## src/wpsd_pkg.sv

```systemverilog
// Package for the WAV PCM stream decoder: phase codes, result kinds, error codes,
// chunk identifiers and the record passed from the front part to the back part.
// No dependencies.
package wpsd_pkg;

  typedef enum logic [3:0] {
    PH_RIFF_ID    = 4'd0,
    PH_RIFF_SIZE  = 4'd1,
    PH_WAVE_ID    = 4'd2,
    PH_FMT_ID     = 4'd3,
    PH_FMT_SIZE   = 4'd4,
    PH_FMT_BODY   = 4'd5,
    PH_FMT_EXTRA  = 4'd6,
    PH_CHUNK_ID   = 4'd7,
    PH_CHUNK_SIZE = 4'd8,
    PH_SKIP       = 4'd9,
    PH_DATA       = 4'd10,
    PH_DONE       = 4'd11
  } phase_e;

  typedef enum logic [1:0] {
    KIND_SAMPLE = 2'd0,
    KIND_HEADER = 2'd1,
    KIND_ERROR  = 2'd2
  } kind_e;

  typedef enum logic [2:0] {
    ERR_NONE      = 3'd0,
    ERR_BAD_ID    = 3'd1,
    ERR_NOT_PCM   = 3'd2,
    ERR_BAD_FMT   = 3'd3,
    ERR_NO_DATA   = 3'd4,
    ERR_TRUNCATED = 3'd5
  } err_e;

  localparam logic [31:0] ID_RIFF = 32'h4646_4952;
  localparam logic [31:0] ID_WAVE = 32'h4556_4157;
  localparam logic [31:0] ID_FMT  = 32'h2074_6D66;
  localparam logic [31:0] ID_DATA = 32'h6174_6164;
  localparam logic [31:0] RATE_A  = 32'd44100;
  localparam logic [31:0] RATE_B  = 32'd48000;

  // Queue depth between front and back.
  localparam int unsigned QDEPTH = 4;
  localparam int unsigned QAW    = $clog2(QDEPTH);

  // One beat's worth of work for the back part: up to two results.
  typedef struct packed {
    logic        r0_vld;
    kind_e       r0_kind;
    logic [31:0] r0_a;     // mono sample, or first channel, or rate
    logic [31:0] r0_b;     // second channel for stereo averaging, or payload size
    logic        r0_avg;   // average a and b
    logic [15:0] r0_ch;
    logic [5:0]  r0_bits;
    logic        r0_warn;
    err_e        r0_err;
    logic        r1_vld;   // second result is always an end-of-stream error
    err_e        r1_err;
  } work_t;

endpackage

```

## src/wpsd_front.sv

```systemverilog
// Front part of the WAV PCM stream decoder: parses the byte stream and produces
// a work record per beat that causes results. Uses wpsd_pkg.
module wpsd_front (
  input  logic              clk_i,
  input  logic              rst_ni,
  input  logic              in_valid_i,
  output logic              in_stall_o,
  input  logic [7:0]        data_byte_i,
  input  logic              last_byte_i,
  input  logic              q_full_i,
  output logic              q_push_o,
  output wpsd_pkg::work_t   q_data_o
);

  wpsd_pkg::phase_e phase_q, phase_d;
  logic [3:0]  fcnt_q, fcnt_d;
  logic [31:0] id_q, id_d;
  logic [31:0] size_q, size_d;
  logic [31:0] rem_q, rem_d;
  logic [15:0] fmt_q, fmt_d;
  logic [15:0] ch_q, ch_d;
  logic [31:0] rate_q, rate_d;
  logic [5:0]  bits_q, bits_d;
  logic [31:0] acc_q, acc_d;
  logic [1:0]  bis_q, bis_d;
  logic [15:0] cif_q, cif_d;
  logic [31:0] first_q, first_d;
  logic        failed_q, failed_d;

  logic        take;
  logic [31:0] id_sh, size_sh, acc_sh;
  logic        four;
  logic [15:0] bits16;
  logic [2:0]  bps;
  logic [31:0] rem_m1;
  wpsd_pkg::work_t w;

  assign in_stall_o = q_full_i;
  assign take       = in_valid_i && !q_full_i;
  assign id_sh      = {data_byte_i, id_q[31:8]};
  assign size_sh    = {data_byte_i, size_q[31:8]};
  assign four       = (fcnt_q[1:0] == 2'd3);
  assign bps        = bits_q[5:3];
  assign rem_m1     = rem_q - 32'd1;
  assign acc_sh     = {data_byte_i, ((bis_q == 2'd0) ? 24'd0 : acc_q[31:8])};
  assign bits16     = {data_byte_i, size_q[7:0]};

  always_comb begin
    phase_d = phase_q; fcnt_d = fcnt_q; id_d = id_q; size_d = size_q; rem_d = rem_q;
    fmt_d = fmt_q; ch_d = ch_q; rate_d = rate_q; bits_d = bits_q; acc_d = acc_q;
    bis_d = bis_q; cif_d = cif_q; first_d = first_q; failed_d = failed_q;
    w = '0;
    w.r0_kind = wpsd_pkg::KIND_SAMPLE;
    w.r0_err  = wpsd_pkg::ERR_NONE;
    w.r1_err  = wpsd_pkg::ERR_NONE;
    case (phase_q)
      wpsd_pkg::PH_RIFF_ID, wpsd_pkg::PH_WAVE_ID, wpsd_pkg::PH_FMT_ID: begin
        id_d = id_sh;
        fcnt_d = four ? 4'd0 : fcnt_q + 4'd1;
        if (four) begin
          if ((phase_q == wpsd_pkg::PH_RIFF_ID && id_sh != wpsd_pkg::ID_RIFF) ||
              (phase_q == wpsd_pkg::PH_WAVE_ID && id_sh != wpsd_pkg::ID_WAVE) ||
              (phase_q == wpsd_pkg::PH_FMT_ID && id_sh != wpsd_pkg::ID_FMT)) begin
            w.r0_vld = 1'b1; w.r0_kind = wpsd_pkg::KIND_ERROR;
            w.r0_err = wpsd_pkg::ERR_BAD_ID;
            failed_d = 1'b1; phase_d = wpsd_pkg::PH_DONE;
          end else if (phase_q == wpsd_pkg::PH_RIFF_ID) begin
            phase_d = wpsd_pkg::PH_RIFF_SIZE;
          end else if (phase_q == wpsd_pkg::PH_WAVE_ID) begin
            phase_d = wpsd_pkg::PH_FMT_ID;
          end else begin
            phase_d = wpsd_pkg::PH_FMT_SIZE;
          end
        end
      end
      wpsd_pkg::PH_RIFF_SIZE: begin
        size_d = size_sh;
        fcnt_d = four ? 4'd0 : fcnt_q + 4'd1;
        if (four) phase_d = wpsd_pkg::PH_WAVE_ID;
      end
      wpsd_pkg::PH_FMT_SIZE: begin
        size_d = size_sh;
        fcnt_d = four ? 4'd0 : fcnt_q + 4'd1;
        if (four) begin
          rem_d = size_sh; size_d = '0; fmt_d = '0; ch_d = '0; rate_d = '0;
          phase_d = wpsd_pkg::PH_FMT_BODY;
        end
      end
      wpsd_pkg::PH_FMT_BODY: begin
        case (fcnt_q)
          4'd0: fmt_d[7:0] = data_byte_i;
          4'd1: fmt_d[15:8] = data_byte_i;
          4'd2: ch_d[7:0] = data_byte_i;
          4'd3: ch_d[15:8] = data_byte_i;
          4'd4: rate_d[7:0] = data_byte_i;
          4'd5: rate_d[15:8] = data_byte_i;
          4'd6: rate_d[23:16] = data_byte_i;
          4'd7: rate_d[31:24] = data_byte_i;
          4'd14: size_d[7:0] = data_byte_i;
          default: ;
        endcase
        fcnt_d = fcnt_q + 4'd1;
        if (fcnt_q == 4'd15) begin
          size_d = '0;
          bits_d = bits16[5:0];
          if (fmt_q != 16'd1) begin
            w.r0_vld = 1'b1; w.r0_kind = wpsd_pkg::KIND_ERROR;
            w.r0_err = wpsd_pkg::ERR_NOT_PCM;
            failed_d = 1'b1; phase_d = wpsd_pkg::PH_DONE;
          end else if ((bits16 != 16'd16 && bits16 != 16'd24 && bits16 != 16'd32) ||
                       ch_q == 16'd0) begin
            w.r0_vld = 1'b1; w.r0_kind = wpsd_pkg::KIND_ERROR;
            w.r0_err = wpsd_pkg::ERR_BAD_FMT;
            failed_d = 1'b1; phase_d = wpsd_pkg::PH_DONE;
          end else begin
            rem_d = (rem_q > 32'd16) ? rem_q - 32'd16 : 32'd0;
            phase_d = (rem_q > 32'd16) ? wpsd_pkg::PH_FMT_EXTRA : wpsd_pkg::PH_CHUNK_ID;
          end
        end
      end
      wpsd_pkg::PH_FMT_EXTRA, wpsd_pkg::PH_SKIP: begin
        rem_d = rem_m1;
        if (rem_m1 == 32'd0) phase_d = wpsd_pkg::PH_CHUNK_ID;
      end
      wpsd_pkg::PH_CHUNK_ID: begin
        id_d = id_sh;
        fcnt_d = four ? 4'd0 : fcnt_q + 4'd1;
        if (four) phase_d = wpsd_pkg::PH_CHUNK_SIZE;
      end
      wpsd_pkg::PH_CHUNK_SIZE: begin
        size_d = size_sh;
        fcnt_d = four ? 4'd0 : fcnt_q + 4'd1;
        if (four) begin
          rem_d = size_sh;
          if (id_q == wpsd_pkg::ID_DATA) begin
            w.r0_vld = 1'b1; w.r0_kind = wpsd_pkg::KIND_HEADER;
            w.r0_a = rate_q; w.r0_b = size_sh; w.r0_ch = ch_q; w.r0_bits = bits_q;
            w.r0_warn = (rate_q != wpsd_pkg::RATE_A) && (rate_q != wpsd_pkg::RATE_B);
            acc_d = '0; bis_d = '0; cif_d = '0; first_d = '0;
            phase_d = (size_sh != 32'd0) ? wpsd_pkg::PH_DATA : wpsd_pkg::PH_DONE;
          end else begin
            phase_d = (size_sh != 32'd0) ? wpsd_pkg::PH_SKIP : wpsd_pkg::PH_CHUNK_ID;
          end
        end
      end
      wpsd_pkg::PH_DATA: begin
        acc_d = acc_sh;
        if ({1'b0, bis_q} + 3'd1 >= bps) begin
          bis_d = 2'd0;
          if (cif_q == 16'd0) first_d = acc_sh;
          if ({1'b0, cif_q} + 17'd1 >= {1'b0, ch_q}) begin
            w.r0_vld = 1'b1;
            w.r0_a = (cif_q == 16'd0) ? acc_sh : first_q;
            w.r0_b = acc_sh;
            w.r0_avg = (ch_q == 16'd2);
            cif_d = '0;
          end else begin
            cif_d = cif_q + 16'd1;
          end
        end else begin
          bis_d = bis_q + 2'd1;
        end
        rem_d = rem_m1;
        if (rem_m1 == 32'd0) phase_d = wpsd_pkg::PH_DONE;
      end
      default: ;
    endcase
    if (last_byte_i) begin
      if (!failed_d && phase_d != wpsd_pkg::PH_DONE) begin
        w.r1_vld = 1'b1;
        w.r1_err = (phase_d == wpsd_pkg::PH_DATA) ? wpsd_pkg::ERR_TRUNCATED
                                                  : wpsd_pkg::ERR_NO_DATA;
      end
      phase_d = wpsd_pkg::PH_RIFF_ID; fcnt_d = '0; id_d = '0; size_d = '0; rem_d = '0;
      fmt_d = '0; ch_d = '0; rate_d = '0; bits_d = '0; acc_d = '0; bis_d = '0;
      cif_d = '0; first_d = '0; failed_d = 1'b0;
    end
  end

  assign q_push_o = take && (w.r0_vld || w.r1_vld);
  assign q_data_o = w;

  always_ff @(posedge clk_i or negedge rst_ni) begin
    if (!rst_ni) begin
      phase_q <= wpsd_pkg::PH_RIFF_ID; fcnt_q <= '0; id_q <= '0; size_q <= '0;
      rem_q <= '0; fmt_q <= '0; ch_q <= '0; rate_q <= '0; bits_q <= '0;
      acc_q <= '0; bis_q <= '0; cif_q <= '0; first_q <= '0; failed_q <= 1'b0;
    end else if (take) begin
      phase_q <= phase_d; fcnt_q <= fcnt_d; id_q <= id_d; size_q <= size_d;
      rem_q <= rem_d; fmt_q <= fmt_d; ch_q <= ch_d; rate_q <= rate_d; bits_q <= bits_d;
      acc_q <= acc_d; bis_q <= bis_d; cif_q <= cif_d; first_q <= first_d;
      failed_q <= failed_d;
    end
  end

endmodule

```

## src/wpsd_queue.sv

```systemverilog
// Short queue of work records between the front and back parts of the
// decoder. Uses wpsd_pkg.
module wpsd_queue (
  input  logic            clk_i,
  input  logic            rst_ni,
  input  logic            push_i,
  input  wpsd_pkg::work_t push_data_i,
  output logic            full_o,
  input  logic            pop_i,
  output logic            empty_o,
  output wpsd_pkg::work_t head_o
);

  wpsd_pkg::work_t mem_q [wpsd_pkg::QDEPTH];
  logic [wpsd_pkg::QAW-1:0] wr_q, rd_q;
  logic [wpsd_pkg::QAW:0]   cnt_q;

  assign full_o  = (cnt_q == (wpsd_pkg::QAW+1)'(wpsd_pkg::QDEPTH));
  assign empty_o = (cnt_q == '0);
  assign head_o  = mem_q[rd_q];

  always_ff @(posedge clk_i) begin
    if (push_i) mem_q[wr_q] <= push_data_i;
  end

  always_ff @(posedge clk_i or negedge rst_ni) begin
    if (!rst_ni) begin
      wr_q <= '0; rd_q <= '0; cnt_q <= '0;
    end else begin
      if (push_i) wr_q <= wr_q + 1'b1;
      if (pop_i)  rd_q <= rd_q + 1'b1;
      cnt_q <= cnt_q + (push_i ? 1'b1 : 1'b0) - (pop_i ? 1'b1 : 1'b0);
    end
  end

endmodule

```

## src/wpsd_back.sv

```systemverilog
// Back part of the decoder: expands each work record into one or two result
// beats, averages stereo pairs and holds the output register. Uses wpsd_pkg.
module wpsd_back (
  input  logic             clk_i,
  input  logic             rst_ni,
  input  logic             q_empty_i,
  input  wpsd_pkg::work_t  q_head_i,
  output logic             q_pop_o,
  output logic             out_valid_o,
  input  logic             out_stall_i,
  output logic [1:0]       kind_o,
  output logic signed [31:0] mono_sample_o,
  output logic [31:0]      rate_hz_o,
  output logic [15:0]      channel_count_o,
  output logic [5:0]       sample_bits_o,
  output logic [31:0]      payload_bytes_o,
  output logic             rate_warning_o,
  output logic [2:0]       error_code_o,
  output logic             end_of_run_o
);

  logic        sel_q, sel_d;       // 1 once the first result of the head is out
  logic        vld_q;
  logic [1:0]  kind_q, kind_d;
  logic [31:0] mono_q, rate_q, pay_q;
  logic [31:0] mono_d, rate_d, pay_d;
  logic [15:0] ch_q, ch_d;
  logic [5:0]  bits_q, bits_d;
  logic        warn_q, eor_q;
  logic        warn_d, eor_d;
  logic [2:0]  err_q, err_d;

  logic        load, use_r1, have;
  logic [32:0] sum;
  logic [31:0] mono_n;

  assign have   = !q_empty_i;
  assign load   = have && (!vld_q || !out_stall_i);
  assign use_r1 = sel_q || !q_head_i.r0_vld;
  assign sel_d  = load && !use_r1 && q_head_i.r1_vld;
  assign q_pop_o = load && !sel_d;

  // Arithmetic shift of the 33-bit sum gives floor((L+R)/2).
  assign sum    = {q_head_i.r0_a[31], q_head_i.r0_a} + {q_head_i.r0_b[31], q_head_i.r0_b};
  assign mono_n = q_head_i.r0_avg ? sum[32:1] : q_head_i.r0_a;

  always_ff @(posedge clk_i or negedge rst_ni) begin
    if (!rst_ni) begin
      vld_q <= 1'b0; sel_q <= 1'b0;
    end else begin
      if (load) begin
        vld_q <= 1'b1; sel_q <= sel_d;
      end else if (!out_stall_i) begin
        vld_q <= 1'b0;
      end
    end
  end

  // Fields that do not belong to the chosen result kind read as zero.
  always_comb begin
    mono_d = '0; rate_d = '0; pay_d = '0; ch_d = '0; bits_d = '0;
    warn_d = 1'b0;
    eor_d  = !sel_d;
    if (use_r1) begin
      kind_d = wpsd_pkg::KIND_ERROR;
      err_d  = q_head_i.r1_err;
    end else begin
      kind_d = q_head_i.r0_kind;
      err_d  = q_head_i.r0_err;
      case (q_head_i.r0_kind)
        wpsd_pkg::KIND_SAMPLE: mono_d = mono_n;
        wpsd_pkg::KIND_HEADER: begin
          rate_d = q_head_i.r0_a; pay_d = q_head_i.r0_b; ch_d = q_head_i.r0_ch;
          bits_d = q_head_i.r0_bits; warn_d = q_head_i.r0_warn;
        end
        default: ;
      endcase
    end
  end

  always_ff @(posedge clk_i or negedge rst_ni) begin
    if (!rst_ni) begin
      kind_q <= wpsd_pkg::KIND_SAMPLE; mono_q <= '0; rate_q <= '0; pay_q <= '0;
      ch_q <= '0; bits_q <= '0; warn_q <= 1'b0; err_q <= wpsd_pkg::ERR_NONE;
      eor_q <= 1'b0;
    end else if (load) begin
      kind_q <= kind_d; mono_q <= mono_d; rate_q <= rate_d; pay_q <= pay_d;
      ch_q <= ch_d; bits_q <= bits_d; warn_q <= warn_d; err_q <= err_d;
      eor_q <= eor_d;
    end
  end

  assign out_valid_o     = vld_q;
  assign kind_o          = kind_q;
  assign mono_sample_o   = mono_q;
  assign rate_hz_o       = rate_q;
  assign channel_count_o = ch_q;
  assign sample_bits_o   = bits_q;
  assign payload_bytes_o = pay_q;
  assign rate_warning_o  = warn_q;
  assign error_code_o    = err_q;
  assign end_of_run_o    = eor_q;

endmodule

```

## src/wav_pcm_stream_decoder.sv

```systemverilog
// WAV PCM stream decoder top level: ties the byte parser, the work queue and
// the result stage together. Uses wpsd_pkg, wpsd_front, wpsd_queue, wpsd_back.
//
// Usage: the input channel carries one byte of a RIFF/WAVE stream per beat,
// with last_byte_i marking the final byte. The output channel carries result
// beats: a header beat when the data chunk starts, one mono Q1.31 sample per
// complete frame (stereo is averaged, other counts keep the first channel),
// and error beats. end_of_run_o marks the last result caused by one byte.
// Throughput: one byte per cycle while the queue is not full. The parser keeps
// all header and sample state and decides on each byte combinationally; a byte
// that causes results leaves a record in a four-entry queue. The result stage
// drains a record one result beat at a time; a byte gives at most two results.
// A first result beat passes the queue memory, then the output register.
// When the receiver stalls, the output register holds its beat, the queue
// fills, and once it is full in_stall_o rises; bytes that give no result
// still need a free queue slot to be taken. Reset empties the queue, drops
// any pending result and returns the parser to waiting for the RIFF id.
// A last_byte_i beat also returns the parser to that state after its results.
module wav_pcm_stream_decoder (
  input  logic               clk_i,
  input  logic               rst_ni,
  input  logic               in_valid_i,
  output logic               in_stall_o,
  input  logic [7:0]         data_byte_i,
  input  logic               last_byte_i,
  output logic               out_valid_o,
  input  logic               out_stall_i,
  output logic [1:0]         kind_o,
  output logic signed [31:0] mono_sample_o,
  output logic [31:0]        rate_hz_o,
  output logic [15:0]        channel_count_o,
  output logic [5:0]         sample_bits_o,
  output logic [31:0]        payload_bytes_o,
  output logic               rate_warning_o,
  output logic [2:0]         error_code_o,
  output logic               end_of_run_o
);

  wpsd_pkg::work_t push_data, head;
  logic push, full, pop, empty;

  wpsd_front u_front (
    .clk_i, .rst_ni, .in_valid_i, .in_stall_o, .data_byte_i, .last_byte_i,
    .q_full_i(full), .q_push_o(push), .q_data_o(push_data)
  );

  wpsd_queue u_queue (
    .clk_i, .rst_ni, .push_i(push), .push_data_i(push_data), .full_o(full),
    .pop_i(pop), .empty_o(empty), .head_o(head)
  );

  wpsd_back u_back (
    .clk_i, .rst_ni, .q_empty_i(empty), .q_head_i(head), .q_pop_o(pop),
    .out_valid_o, .out_stall_i, .kind_o, .mono_sample_o, .rate_hz_o,
    .channel_count_o, .sample_bits_o, .payload_bytes_o, .rate_warning_o,
    .error_code_o, .end_of_run_o
  );

endmodule
```

## config.mk

```make
export PLATFORM = sky130hd
export DESIGN_NAME = wav_pcm_stream_decoder
export DESIGN_NICKNAME = d
export VERILOG_FILES = /design/src/wpsd_pkg.sv /design/src/wpsd_front.sv /design/src/wpsd_queue.sv /design/src/wpsd_back.sv /design/src/wav_pcm_stream_decoder.sv
export SDC_FILE = /design/constraint.sdc
export NUM_CORES = 1
export LEC_CHECK = 0
export BUFFER_PORTS_ARGS = -buffer_cell sky130_fd_sc_hd__buf_2
export CAP_MARGIN = 20
export CORE_MARGIN = 4
export CORE_UTILIZATION = 25
export DETAILED_ROUTE_END_ITERATION = 7
export GPL_TIMING_DRIVEN = 0
export PLACE_DENSITY = 0.43
export SLEW_MARGIN = 20
export SYNTH_ARGS = -nofsm -noshare
export SYNTH_HDL_FRONTEND = slang
export SYNTH_SLANG_ARGS = --single-unit
export TNS_END_PERCENT = 50
```

## constraint.sdc

```tcl
create_clock -name clk_i -period 11.65 [get_ports clk_i]
set_input_delay 0.5825 -clock clk_i [delete_from_list [all_inputs] [get_ports clk_i]]
set_output_delay 0.5825 -clock clk_i [all_outputs]
set_load 0.02 [all_outputs]
```

### Yosys cells after proc, flatten, opt, wreduce, memory -nomap -nowiden

Memories as Yosys holds them, arrays and structs flattened.
Index checks and enable logic that the tools add are counted.
Widths: inputs -> output; s select.

* memory bits (writable): 392
* memories: 1
* word-level logic and storage cells: 300
* flip-flop bits (word level): 391
* output and inout port bits: 127

* reduce and logical (&&, ||, !) cells: 67
* equality and inequality tests: 53
* magnitude comparators: 3
* add/subtract/negate cells: 12
* mux-type cells: 130

Memory list
* u_queue.mem_q: depth 4, width 98, rd ports 1, clocked after Yosys merged registers in 0, write ports 1, line wpsd_queue.sv:14 `wpsd_pkg::work_t mem_q [wpsd_pkg::QDEPTH];`

Operators by type and width (count)
* $mux 32: 26
* $pmux 32 s2: 3
* $pmux 32 s3: 2
* $mux 16: 10
* $mux 67: 2
* $mux 65: 2
* $pmux 64 s2: 1
* $pmux 16 s2: 3
* $mux 4: 18
* $mux 8: 9
* $mux 23: 3
* $ne 32x16->1 const B: 2
* $ne 32x31->1 const B: 2
* $reduce_and 4->1: 9
* $add 32x32->33: 1
* $mux 3: 11
* $eq 32x31->1 const B: 1
* $eq 4x3->1 const B: 8
* $gt 32x5->1 const B: 1
* $logic_not 16->1: 2
* $logic_not 32->1: 1
* $ne 16x5->1 const B: 2
* $ne 32x30->1 const B: 1
* $pmux 4 s8: 1
* other kinds (54): 144

### Logic depth before layout (Yosys ltp)

* depth in word-level cells: 17
* mapped depth: 22
* gate-level depth less buffers: 20

### Cells and area by module

From an unflattened synthesis, not the netlist that was laid out.

* cells, all modules: 2886
* area total of the unflattened synthesis: 36198.5 sq um

By module, submodules not included
* wpsd_front: sequential area each 6231.0 sq um, cells an instance 1702, times used 1, area an instance 14981.9 sq um
* wpsd_queue: sequential area each 11946.5 sq um, cells an instance 546, times used 1, area an instance 14632.8 sq um
* wpsd_back: sequential area each 3178.0 sq um, cells an instance 638, times used 1, area an instance 6583.8 sq um

### Least setup slack after synthesis

No wires, ideal clock.

* kind: input -> register
* start: in data_byte_i[0]
* end: mem u_queue.mem_q[0][0] (netlist name), enable pin
* setup slack: 5.646 ns
* buffers on the path: 0
* data arrival time: 5.540 ns
* library setup time: 0.464 ns
* stages on the path: 11
* path through: or4_1 or3_1 or4_4 a211oi_4 nand2b_2 a2111oi_4 nand2_1 o221a_1 o211a_2 o22ai_4 and2_1

* longest elaborated chain between the ends: 16
* elaborated cells between the ends (all ways): 46
* those cells by class: eq/ne: 7; mux: 26; reduce/logical: 13

Ends and longest elaborated chain
* from (decl): line wav_pcm_stream_decoder.sv:24 `input logic [7:0] data_byte_i,`
* $ne 16x5->1: line wpsd_front.sv:110 `end else if ((bits16 != 16'd16 && bits16 != 16'd24 && bits16 != 16'd32) ||`
* $logic_and 1x1->1 (2 in series): line wpsd_front.sv:110
* $logic_or 1x1->1: line wpsd_front.sv:110
* $mux 4 / $mux 1 (equally long branches): line wpsd_front.sv:110
* $mux 4 / $mux 1 (equally long branches): line wpsd_front.sv:106 `if (fmt_q != 16'd1) begin`
* $mux 4 / $mux 1 (equally long branches): line wpsd_front.sv:103 `if (fcnt_q == 4'd15) begin`
* $pmux 4 s8 / $pmux 1 s2 (equally long branches): line wpsd_front.sv:56 `case (phase_q)`
* $ne 4x4->1 / $logic_not 1->1 (equally long branches): line wpsd_front.sv:169 `if (!failed_d && phase_d != wpsd_pkg::PH_DONE) begin`
* $logic_and 1x1->1: line wpsd_front.sv:169
* $mux 4: line wpsd_front.sv:169
* $mux 4: line wpsd_front.sv:168 `if (last_byte_i) begin`
* $logic_or 1x1->1 *: line wpsd_front.sv:180 `assign q_push_o = take && (w.r0_vld || w.r1_vld);`
* $logic_and 1x1->1 *: line wpsd_front.sv:180
* $mux 1 *: line wpsd_queue.sv:23 `if (push_i) mem_q[wr_q] <= push_data_i;`
* $mux 1 (implied by the code) *: line wpsd_queue.sv:23
* to (decl): line wpsd_queue.sv:14

Mark *: on every way between the ends. The rest lies on a longest branch, timed or not.

### Worst setup path in the final report

* start: reg u_queue.rd_q[0] (netlist name)
* end: reg u_back.mono_q[30] (netlist: u_back.mono_sample_o[30])

* longest elaborated chain between the ends: 5
* elaborated cells between the ends (all ways): 8
* those cells by class: add/sub: 1; mux: 3; reduce/logical: 3; memory: 1

Ends and longest elaborated chain
* from (decl): line wpsd_queue.sv:15 `logic [wpsd_pkg::QAW-1:0] wr_q, rd_q;`
* from (signal assigned): line wpsd_queue.sv:31 `if (pop_i) rd_q <= rd_q + 1'b1;`
* $mem_v2 4x98 *
* $add 32x32->33: line wpsd_back.sv:44 `assign sum = {q_head_i.r0_a[31], q_head_i.r0_a} + {q_head_i.r0_b[31], q_head_i.r0_b};`
* $mux 32: line wpsd_back.sv:45 `assign mono_n = q_head_i.r0_avg ? sum[32:1] : q_head_i.r0_a;`
* $mux 32: line wpsd_back.sv:70 `case (q_head_i.r0_kind)`
* $mux 32 *: line wpsd_back.sv:64 `if (use_r1) begin`
* to (signal assigned): line wpsd_back.sv:87 `kind_q <= kind_d; mono_q <= mono_d; rate_q <= rate_d; pay_q <= pay_d;`
* to (decl): line wpsd_back.sv:25 `logic [31:0] mono_q, rate_q, pay_q;`

Marked as above.
A chain may end at the register's enable or synchronous reset.

==> flow_summary.json <==
{
  "status": "complete, no violations",
  "synth.distinct_cells": 77,
  "nFillCells": 14275,
  "ant_nets": 0,
  "first_iter_violations": 1607,
  "cts_setup_buffers": 0,
  "placed_cells": 4809,
  "ys_seq_area_share_pct": 60.0,
  "dieWidth_um": 382,
  "maxSlewHeadroom_pct": 27.9,
  "cts.sinks": 763,
  "synth_nets": 2863,
  "cts_made_buffers": 88,
  "fin_setup_tns_ns": 0,
  "gp_congestion": 0.858,
  "core-area_um2": 139000,
  "async_reset_ff_share_pct": 50.2,
  "h-tree-depth": 3,
  "num-nets-final": 3108,
  "antenna_found_initial": 4,
  "setup_viol_count_final": 0,
  "drcViolationCount": 0,
  "cts_tree": "built",
  "hold_viol": 0,
  "layout_min_cycle_time_ns": 6.49,
  "clkLatencyLatePin_ns": 0.70,
  "clkTransAtPathRegs_ns": 0.06,
  "vdd_drop_max_uv": 163,
  "final_min_period_over_clock_period_pct": 55.7,
  "grt_usage_pct": 14.9,
  "fin_skew_ns": 0.0458,
  "synthCells": 2779,
  "maxCapViolCount": 0,
  "wl_per_cell_um": 22.3,
  "tightest_slew_ns": 1.07,
  "die_h_um": 382,
  "die_area_um2": 146000,
  "start_kind": "flip-flop",
  "holdCritPathClass": "input pin to flip-flop",
  "grt_pass1_wl_mm": 165,
  "num_vias": 23992,
  "ys_seq_elements": 763,
  "layout-drive-gt1-share_pct": 15.3,
  "port_buffers": 138,
  "drt_first_pass_iters": 7,
  "fmax_mhz": 154,
  "leakage_nw": 16.2,
  "synth_area_um2": 35000,
  "wl_mm": 111,
  "root_buffer": "clkbuf_16",
  "viasPerCell": 4.82,
  "end_kind": "flip-flop",
  "ys.flop_type": "dfrtp_1",
  "io_pins": 140,
  "power.total_w": 0.0112,
  "synth_edf_count": 380,
  "dp_hpwl_mm": 80.1,
  "start_util_pct": 25.1,
  "crit_path_max_fanout": 10,
  "crit_arrival_ns": 7.08,
  "power_density_nw_per_um2": 270,
  "rsz0062_at_grt": "false",
  "stdcell_count": 4977,
  "slew_viol_final": 0,
  "fp-row-count": 137,
  "cp.required_ns": 12.25,
  "grt_max_degree": 85,
  "gr-total-overflow": 0,
  "clock_path_buffers": 3,
  "ys_warn_count": 0,
  "first_global_vias": 24142,
  "critPathKind": "flip-flop to flip-flop",
  "synth_area_per_cell_um2": 12.6,
  "syn2layout_area_growth_pct": 18.4
}
synth_stat cells (all sizes together), types with 14 or more instances:
master,n,area share (%)
dfrtp,383,27
edfxtp,380,33
nand2,299,3.2
o21ai,188,2.7
a22o,169,4.2
clkbuf,158,1.7
nor2,147,1.6
a21oi,136,1.9
mux4,95,6.1
ha,69,2.5
mux2,57,1.8
inv,54,0.58
xnor2,54,1.4
and2,44,0.79
nand2b,40,0.72
nor3,40,0.57
nor3b,35,0.77
o41ai,34,0.85
nor4,32,0.63
mux2i,26,0.74
o31ai,26,0.56
nand3,25,0.36
a21o,23,0.49
nor2b,23,0.41
nand4,22,0.39
xor2,21,0.53
buf,20,0.22
a22oi,19,0.41
and3,14,0.25
flip-flops by register name (all words and copies together) (netlist names), 24 cells and up:
signal / cells
u_front.size_q: 32
u_front.rate_q: 32
u_queue.mem_q: 380
u_front.acc_q: 24
u_back.mono_sample_o: 32
u_front.first_q: 32
u_back.rate_hz_o: 32
u_front.rem_q: 32
u_front.id_q: 32
u_back.payload_bytes_o: 32
layout make-up:
class,instances,area [um2],share of cell area (%)
Multi-Input combinational cell,1783,13100,31.7
Sequential cell,763,21000,50.7
Inverter,55,206,0.498
Antenna cell,2,5.00,0.0121
Clock buffer,128,2490,6.02
Clock inverter,37,493,1.19
Timing Repair Buffer,155,1070,2.58
Buffer,178,678,1.64
Tap cell,1876,2350,5.67
metrics by stage:
step	hold WS [ns]	setup WS, ns	area (um2)	utilization [%]
after floorplan	0.287	5.65	35000	-
after global placement	0.455	1.03	38000	27.3
after detailed placement	0.461	4.80	38400	27.6
after CTS	0.0776	4.75	41400	29.8
after global routing	0.124	4.89	41400	29.8
final	0.135	5.16	41400	29.8
where the power goes:
part	switching, W	total [W]	internal [W]
logic	0.00293	0.00470	0.00177
registers	0.000315	0.00363	0.00331
clock network	0.00117	0.00285	0.00168
logic make-up (layout without fill, tap and decap cells):
family	Yosys count	after routing	share of synthesized area [%]
mux	178	178	8.70
fa+ha+maj	71	71	2.58
xor+xnor	75	75	1.88
compound gates	682	682	13.4
other cells	0	2	0
buf+inv	233	553	2.51
flops	763	763	60.0
simple gates	777	777	10.9
critical path, stage by stage (launching register included):
cell and delay, ns:
dfrtp_1 0.32, buf_2 0.27, buf_1 0.71, buf_2 0.55, mux4_2 0.63, ha_1 0.39, a41oi_1 0.21, o41ai_1 0.91
a31oi_1 0.37, o211ai_1 0.49, a21oi_1 0.19, a2111oi_0 0.75, o31a_1 0.24, nor2_1 0.05, xor2_1 0.13, o21ai_0 0.17
layout by cell type, fill, tap and decap left out, types with 69 or more instances in the layout:
master,instances
a22o_1,169
clkbuf_1,181
o21ai_0,182
mux4_2,95
nor2_1,147
a21oi_1,136
buf_2,143
nand2_1,299
clkbuf_16,89
ha_1,69
edfxtp_1,380
dfrtp_1,383
layer usage:
metal,part of all wire (%),GRT usage (%),vias up
li1,-,-,11025
met1,46,20.8,12316
met2,48,24.5,520
met3,4.2,2.07,131
met4,1.9,3.75,0
met5,0,0,-
final timing paths:
| path | from | to | slack (ns) | cells after the start |
|---|---|---|---|---|
| max | u_queue.rd_q[0] | u_back.mono_sample_o[30] | 5.16 | 15 |
| min | out_stall_i | u_back.out_valid_o | 0.13 | 3 |
| max reg2reg | u_queue.rd_q[0] | u_back.mono_sample_o[30] | 5.16 | 15 |
| min reg2reg | u_back.mono_sample_o[13] | u_back.mono_sample_o[13] | 0.47 | 2 |
| max in group asynchronous | rst_ni | u_back.channel_count_o[1] | 9.83 | 5 |
| min in group asynchronous | rst_ni | u_front.rem_q[22] | 0.50 | 3 |
what timing repair did:
action                                 4_1_cts  5_1_grt
endpoints found under the hold margin       68        0
gates resized for setup                      0        0
hold buffers                                 1        0
(Power assumes the default switching activity.)
